$ cat src/sv/mmgn_pkg.sv
// Shared constants, types and helpers of the gray normalizer.
package mmgn_pkg;

  localparam int SAMPLE_BITS = 32;
  localparam int IN_W        = 32;
  localparam int DIV_W       = SAMPLE_BITS + 8;
  localparam int QUEUE_DEPTH = 4;
  localparam int QPTR_W      = $clog2(QUEUE_DEPTH);

  localparam logic [IN_W-1:0]        MARKER_RESET = 32'hFFFF_0000;
  localparam logic [SAMPLE_BITS-1:0] KEY_SIGN     = {1'b1, {(SAMPLE_BITS-1){1'b0}}};
  localparam logic [7:0]             GRAY_FULL    = 8'd255;

  typedef enum logic [1:0] {
    CLS_ZERO,
    CLS_FULL,
    CLS_DIVIDE
  } cls_t;

  typedef struct packed {
    cls_t                   cls;
    logic [SAMPLE_BITS-1:0] off;
    logic [SAMPLE_BITS-1:0] span;
    logic                   last;
  } entry_t;

  typedef enum logic [1:0] {
    BK_IDLE,
    BK_PREP,
    BK_DIV,
    BK_DONE
  } back_state_t;

  // Maps a two's complement sample to an order-keeping offset-binary key.
  function automatic logic [SAMPLE_BITS-1:0] to_key(input logic [IN_W-1:0] v);
    logic [SAMPLE_BITS+IN_W-1:0] ext;
    ext = {{SAMPLE_BITS{1'b0}}, v};
    return ext[SAMPLE_BITS-1:0] ^ KEY_SIGN;
  endfunction

endpackage

$ cat src/sv/mmgn_front.sv
// Front end: accepts items, keeps the frame statistics and classifies convert items.
module mmgn_front (
  input  logic                  clk,
  input  logic                  rst,
  input  logic                  cfg_valid,
  input  logic [31:0]           cfg_data,
  input  logic                  in_valid,
  input  logic                  in_stall,
  input  logic                  action,
  input  logic [31:0]           sample,
  input  logic                  frame_end,
  output logic                  push,
  output mmgn_pkg::entry_t      push_data
);
  import mmgn_pkg::*;

  logic [IN_W-1:0]        marker;
  logic [SAMPLE_BITS-1:0] running_min;
  logic [SAMPLE_BITS-1:0] running_max;
  logic                   seen_valid;

  logic [SAMPLE_BITS-1:0] key;
  logic                   kvalid;
  logic                   accept;

  always_comb begin
    key    = to_key(sample);
    kvalid = key != to_key(marker);
    accept = in_valid && !in_stall;
    push   = accept && action;

    push_data.off  = key - running_min;
    push_data.span = running_max - running_min;
    push_data.last = frame_end;
    if (!(kvalid && seen_valid && (running_max > running_min))) begin
      push_data.cls = CLS_ZERO;
    end else if (key <= running_min) begin
      push_data.cls = CLS_ZERO;
    end else if (key >= running_max) begin
      push_data.cls = CLS_FULL;
    end else begin
      push_data.cls = CLS_DIVIDE;
    end
  end

  always_ff @(posedge clk) begin
    if (rst) begin
      marker      <= MARKER_RESET;
      running_min <= '0;
      running_max <= '0;
      seen_valid  <= 1'b0;
    end else begin
      if (cfg_valid) begin
        marker <= cfg_data;
      end
      if (accept && !action && kvalid) begin
        if (!seen_valid) begin
          seen_valid  <= 1'b1;
          running_min <= key;
          running_max <= key;
        end else begin
          if (key > running_max) begin
            running_max <= key;
          end
          if (key < running_min) begin
            running_min <= key;
          end
        end
      end
      // The last convert beat of a frame clears the statistics for the next frame.
      if (push && frame_end) begin
        running_min <= '0;
        running_max <= '0;
        seen_valid  <= 1'b0;
      end
    end
  end

endmodule

$ cat src/sv/mmgn_queue.sv
// Short register queue between the front end and the divider back end.
module mmgn_queue (
  input  logic              clk,
  input  logic              rst,
  input  logic              push,
  input  mmgn_pkg::entry_t  push_data,
  input  logic              pop,
  output mmgn_pkg::entry_t  pop_data,
  output logic              full,
  output logic              empty
);
  import mmgn_pkg::*;

  entry_t            slots [QUEUE_DEPTH];
  logic [QPTR_W-1:0] wr_ptr;
  logic [QPTR_W-1:0] rd_ptr;
  logic [QPTR_W:0]   count;

  assign full     = count == (QPTR_W+1)'(QUEUE_DEPTH);
  assign empty    = count == '0;
  assign pop_data = slots[rd_ptr];

  always_ff @(posedge clk) begin
    if (push) begin
      slots[wr_ptr] <= push_data;
    end
  end

  always_ff @(posedge clk) begin
    if (rst) begin
      wr_ptr <= '0;
      rd_ptr <= '0;
      count  <= '0;
    end else begin
      if (push) begin
        wr_ptr <= wr_ptr + 1'b1;
      end
      if (pop) begin
        rd_ptr <= rd_ptr + 1'b1;
      end
      if (push && !pop) begin
        count <= count + 1'b1;
      end else if (pop && !push) begin
        count <= count - 1'b1;
      end
    end
  end

endmodule

$ cat src/sv/mmgn_back.sv
// Back end: restoring divider for the gray value and the output register.
module mmgn_back (
  input  logic              clk,
  input  logic              rst,
  input  logic              empty,
  input  mmgn_pkg::entry_t  pop_data,
  output logic              pop,
  output logic              out_valid,
  input  logic              out_stall,
  output logic [7:0]        gray,
  output logic              frame_last
);
  import mmgn_pkg::*;

  back_state_t      state;
  back_state_t      state_next;
  entry_t           ent;
  logic [DIV_W-1:0] rem;
  logic [DIV_W-1:0] den;
  logic [7:0]       quot;
  logic [2:0]       step;
  logic             ge;
  logic             load_out;

  always_comb begin
    state_next = state;
    pop        = 1'b0;
    load_out   = 1'b0;
    ge         = rem >= den;
    case (state)
      BK_IDLE: begin
        if (!empty) begin
          pop        = 1'b1;
          state_next = (pop_data.cls == CLS_DIVIDE) ? BK_PREP : BK_DONE;
        end
      end
      BK_PREP: state_next = BK_DIV;
      BK_DIV: begin
        if (step == '0) begin
          state_next = BK_DONE;
        end
      end
      BK_DONE: begin
        if (!out_valid || !out_stall) begin
          load_out   = 1'b1;
          state_next = BK_IDLE;
        end
      end
      default: state_next = BK_IDLE;
    endcase
  end

  always_ff @(posedge clk) begin
    if (rst) begin
      state <= BK_IDLE;
    end else begin
      state <= state_next;
    end
  end

  always_ff @(posedge clk) begin
    case (state)
      BK_IDLE: begin
        if (pop) begin
          ent  <= pop_data;
          quot <= (pop_data.cls == CLS_FULL) ? GRAY_FULL : 8'd0;
        end
      end
      BK_PREP: begin
        // 255 * off as a shift and subtract; the quotient then fits in eight bits.
        rem  <= {ent.off, 8'd0} - {8'd0, ent.off};
        den  <= {1'b0, ent.span, 7'd0};
        step <= 3'd7;
        quot <= '0;
      end
      BK_DIV: begin
        if (ge) begin
          rem <= rem - den;
        end
        den  <= den >> 1;
        quot <= {quot[6:0], ge};
        step <= step - 1'b1;
      end
      default: begin
      end
    endcase
  end

  always_ff @(posedge clk) begin
    if (rst) begin
      out_valid <= 1'b0;
    end else if (load_out) begin
      out_valid <= 1'b1;
    end else if (!out_stall) begin
      out_valid <= 1'b0;
    end
  end

  always_ff @(posedge clk) begin
    if (load_out) begin
      gray       <= quot;
      frame_last <= ent.last;
    end
  end

endmodule

$ cat src/sv/masked_minmax_gray_normalizer.sv
// Top level of the masked min/max gray normalizer.
// Usage: the host streams each frame twice on the input channel (valid/stall,
// fields action, sample, frame_end). Scan beats (action 0) update the running
// minimum and maximum of samples that differ from the ignored marker and give
// no result. Convert beats (action 1) each give one gray beat on the output
// channel (out_valid/out_stall, fields gray, frame_last).
// The ignored marker is written through cfg_valid/cfg_ready/cfg_data while the
// block is idle, which the block does not enforce; cfg_ready is always high.
// Scan beats are taken one per cycle while stall is low. Convert beats enter
// a four-entry queue at one per cycle while it is not full. The back end
// passes a beat whose result is 0 or 255 through IDLE and DONE, and one
// that needs the eight-step restoring divider through IDLE, PREP, DIV and
// DONE; it pops no new beat before the last result is in the output register.
// Reset clears the statistics, empties the queue, drops out_valid and loads the
// marker with -1.0 in Q16.16. When the receiver stalls, the result holds in the
// output register, the queue fills and stall rises on the input channel.
module masked_minmax_gray_normalizer (
  input  logic        clk,
  input  logic        rst,
  input  logic        cfg_valid,
  output logic        cfg_ready,
  input  logic [31:0] cfg_data,
  input  logic        in_valid,
  output logic        in_stall,
  input  logic        action,
  input  logic [31:0] sample,
  input  logic        frame_end,
  output logic        out_valid,
  input  logic        out_stall,
  output logic [7:0]  gray,
  output logic        frame_last
);
  import mmgn_pkg::*;

  logic   push;
  logic   pop;
  logic   full;
  logic   empty;
  entry_t push_data;
  entry_t pop_data;

  assign cfg_ready = 1'b1;
  assign in_stall  = full;

  mmgn_front u_front (
    .clk       (clk),
    .rst       (rst),
    .cfg_valid (cfg_valid),
    .cfg_data  (cfg_data),
    .in_valid  (in_valid),
    .in_stall  (in_stall),
    .action    (action),
    .sample    (sample),
    .frame_end (frame_end),
    .push      (push),
    .push_data (push_data)
  );

  mmgn_queue u_queue (
    .clk       (clk),
    .rst       (rst),
    .push      (push),
    .push_data (push_data),
    .pop       (pop),
    .pop_data  (pop_data),
    .full      (full),
    .empty     (empty)
  );

  mmgn_back u_back (
    .clk        (clk),
    .rst        (rst),
    .empty      (empty),
    .pop_data   (pop_data),
    .pop        (pop),
    .out_valid  (out_valid),
    .out_stall  (out_stall),
    .gray       (gray),
    .frame_last (frame_last)
  );

endmodule

$ cat config.mk
export PLATFORM = sky130hd
export DESIGN_NAME = masked_minmax_gray_normalizer
export DESIGN_NICKNAME = d
export VERILOG_FILES = /design/src/sv/mmgn_pkg.sv /design/src/sv/mmgn_front.sv /design/src/sv/mmgn_queue.sv /design/src/sv/mmgn_back.sv /design/src/sv/masked_minmax_gray_normalizer.sv
export SDC_FILE = /design/constraint.sdc
export NUM_CORES = 1
export LEC_CHECK = 0
export BUFFER_PORTS_ARGS = -buffer_cell sky130_fd_sc_hd__buf_2
export CAP_MARGIN = 15
export CELL_PAD_IN_SITES_DETAIL_PLACEMENT = 0
export CELL_PAD_IN_SITES_GLOBAL_PLACEMENT = 1
export CORE_UTILIZATION = 52
export CTS_CLUSTER_SIZE = 12
export DETAILED_ROUTE_END_ITERATION = 16
export PLACE_DENSITY = 0.91
export SLEW_MARGIN = 10
export SYNTH_ARGS = -nofsm -noshare
export SYNTH_HDL_FRONTEND = slang
export SYNTH_SLANG_ARGS = --single-unit
$ cat constraint.sdc
create_clock -name clk -period 5.5 [get_ports clk]
set_clock_uncertainty 0.1 [all_clocks]
set_input_delay 1.1 -clock clk [delete_from_list [all_inputs] [get_ports clk]]
set_output_delay 1.1 -clock clk [all_outputs]
set_load 0.02 [all_outputs]
==> metrics.md <==
| Metric | Value |
|---|---|
| Status | `complete, no violations` |
| Die H | `roughly 240 µm` |
| Crit Path Max Fanout | `28` |
| Number of global-route vias before repair | `just under 20000` |
| Vias per cell | `~6` |
| Post-synth EDFFs | `~430` |
| Setup CP Type | `register to register` |
| Pin count of the biggest net entering global routing | `between 90 and 100` |
| Top cells by count, synth | `432 x edfxtp_1, 180 x inv_1, 171 x ha_1` |
| Max H-tree Level | `2` |
| Worst setup SP type | `register` |
| Asr flop ratio synth | `0%` |
| Grt ovf | `0` |
| TritonRoute pass-1 iters | `5` |
| Yosys reg bits | `541` |
| Initial DRC count | `1458` |
| DR top layer | `met4` |
| CP endpoint kind | `register` |
| Starting density of the core | `between 50 and 60%` |
| Max VDD drop | `between 0.0004 and 0.0005 V` |
| Final WL | `a little under 70000 µm` |
| Vias | `roughly 20000` |
| Tot GR Track Use | `24.4%` |
| DR WL met3 | `3140 µm` |
| Post-CTS Setup Bufs | `0` |
| Area leader, netlist | `edfxtp_1` |
| Final Hold Fails | `0` |
| Final setup fails | `0` |
| DP HPWL | `~49000 µm` |
| DR WL met2 | `between 30000 and 40000 µm` |
| Mapped Area | `0.0292 mm²` |
| Slew HR | `27.8%` |
| TritonCTS Buffers | `57` |
| Critical Path RT | `around 5.7 ns` |
| Reg clk slew, reported paths | `0.06 ns` |
| Tightest Pin Transition | `around 1.1 ns` |
| CP Data Arrival Time | `4.23 ns` |
| Fin crit share | `between 70 and 80%` |
| Yosys top cell area share | `between 40% and 50%` |
| Row count | `86` |
| RSZ-0062 raised after global routing | `false` |
| Post-Syn Area per Cell | `around 12 µm²` |
| Synth area leaders | `edfxtp_1 44%, dfxtp_1 7.5%, ha_1 7.3%` |
| Worst hold path class | `register to register` |
| Drt drc | `0` |
| Clk buf depth | `3` |
| Routed WL per cell | `between 20 and 25 µm` |
| Post-route setup slack | `~1.5 ns` |
| Syn Nets | `2760` |
| Synth Instances | `around 2500` |
| Pre-CTS setup slack | `about 1.2 ns` |
| CTS tree | `done` |
| Final core utilization | `about three fifths` |
| Final #Nets | `between 2000 and 3000` |
| Core Box Area | `0.0553 mm²` |
| Global-route wire length before repair | `108000 µm` |
| Area delta synth->final | `10.0%` |
| Final Cell Area | `0.0322 mm²` |
| Layout cells sized above 1 | `12.4%` |
| Max cap viols | `0` |
| Fmax | `between 200 and 250 MHz` |
| LEAKAGE | `~12 nW` |
| GPL Wtd Cong | `0.902` |
| Max Slew Vio Count | `0` |
| CTS Sinks | `roughly 540` |
| Die area | `around 0.057 mm²` |
| I/O Buffers | `81` |
| Clock Latency Late Sink | `between 0.6 and 0.7 ns` |
| I/O pin count | `83` |
| Placed Area | `approximately 0.030 mm²` |
| Post-route ant nets | `0` |
| PwrDens | `around 580 mW/mm²` |
| ANT cells | `0` |
| Metal-1 WL | `about 30000 µm` |
| Final Critical Period | `approximately 4.0 ns` |
| Setup TNS | `0 ns` |
| Synthesis Warnings | `0` |
| Seq/Total Area, Yosys | `approximately 52%` |
| Post-CTS Resized | `0` |
| Initial antenna violation count | `0` |
| Count leader, synth | `edfxtp_1` |
| Main synth FF type | `edfxtp_1` |
| Root Buffer | `clkbuf_16` |
| Die extent in x | `around 240 µm` |
| Hold buffers post-CTS | `0` |
| Distinct cell type count after synthesis | `90` |
path summary, 6_finish.rpt:
kind                       end  cells after the start  slack [ns]           from
min          u_back.frame_last                      0        0.32  u_back.ent[0]
max reg2reg     u_back.rem[37]                     14        1.49  u_back.rem[0]
min reg2reg  u_back.frame_last                      0        0.32  u_back.ent[0]
max             u_back.rem[37]                     14        1.49  u_back.rem[0]
state kept, by name, summed over array words and instances (netlist names), 32 cells and up, named ones only:
register             cells
u_back.den              39
u_front.marker          32
u_front.running_max     32
u_front.running_min     32
u_back.rem              40
u_queue.slots          268
u_back.ent              65
power breakdown:
group / switching [W] / internal, W
Sequential: 0.000509 / 0.00604
Combinational: 0.00504 / 0.00329
Clock: 0.00159 / 0.00214
cell families (layout without fill, tap and decap cells):
| group | after synthesis | in the layout | synth area share (%) |
|---|---|---|---|
| DFF | 541 | 541 | 51.9 |
| xor gates and xnor gates | 160 | 160 | 4.79 |
| and+or+nand+nor | 615 | 615 | 10.3 |
| buffers and inverters | 293 | 383 | 3.84 |
| AOI/OAI and AO/OA | 575 | 575 | 13.4 |
| muxes | 154 | 154 | 8.28 |
| adders and majority gates | 175 | 175 | 7.59 |
| other | 1 | 1 | 0.0128 |
through the flow:
stage          total power [W]  hold slack [ns]  std cells
2_1_floorplan           0.0127            0.300       2514
6_report                0.0186            0.322       3352
3_5_place_dp            0.0148            0.313       3249
3_3_place_gp            0.0145            0.304       3249
4_1_cts                 0.0186            0.326       3352
5_1_grt                 0.0197            0.334       3352
metal layers:
| metal | GRT usage (%) | vias to the layer above |
|---|---|---|
| li1 | - | 9471 |
| met1 | 32.1 | 9797 |
| met2 | 42.1 | 600 |
| met3 | 2.91 | 113 |
| met4 | 7.23 | 0 |
| met5 | 0 | - |
cells in the final DEF (no fill, tap or decap), drive strengths merged, types with 32 or more instances in the layout:
| master | count |
|---|---|
| a211o | 51 |
| xnor2 | 73 |
| nor2 | 115 |
| a21oi | 158 |
| nand3 | 85 |
| edfxtp | 432 |
| nor3 | 88 |
| mux2 | 32 |
| nor2b | 36 |
| xor2 | 87 |
| ha | 171 |
| a21o | 99 |
| nand2 | 166 |
| clkbuf | 80 |
| mux2i | 55 |
| buf | 99 |
| inv | 181 |
| mux4 | 67 |
| dfxtp | 109 |
| o21ai | 108 |
layout make-up:
cell class	instances	area, µm²
Sequential cell	541	15200
Tap cell	748	936
Inverter	181	679
Clock buffer	80	1530
Timing Repair Buffer	99	566
Clock inverter	23	283
Multi-Input combinational cell	1680	13000
Fill cell	4460	23200
critical path, stage by stage, from the launching register on:
cell and delay (ns):
edfxtp_1 0.36, inv_1 0.07, ha_1 0.15, inv_1 0.05
fa_1 0.40, a21o_1 0.19, a21oi_2 0.23, o211ai_1 0.14
a21oi_1 0.36, a31oi_1 0.22, a21o_1 0.26, o211ai_1 0.19
and3_1 0.37, a21oi_4 0.21, buf_4 0.35
Note: power is estimated with default switching activity, not from simulation.
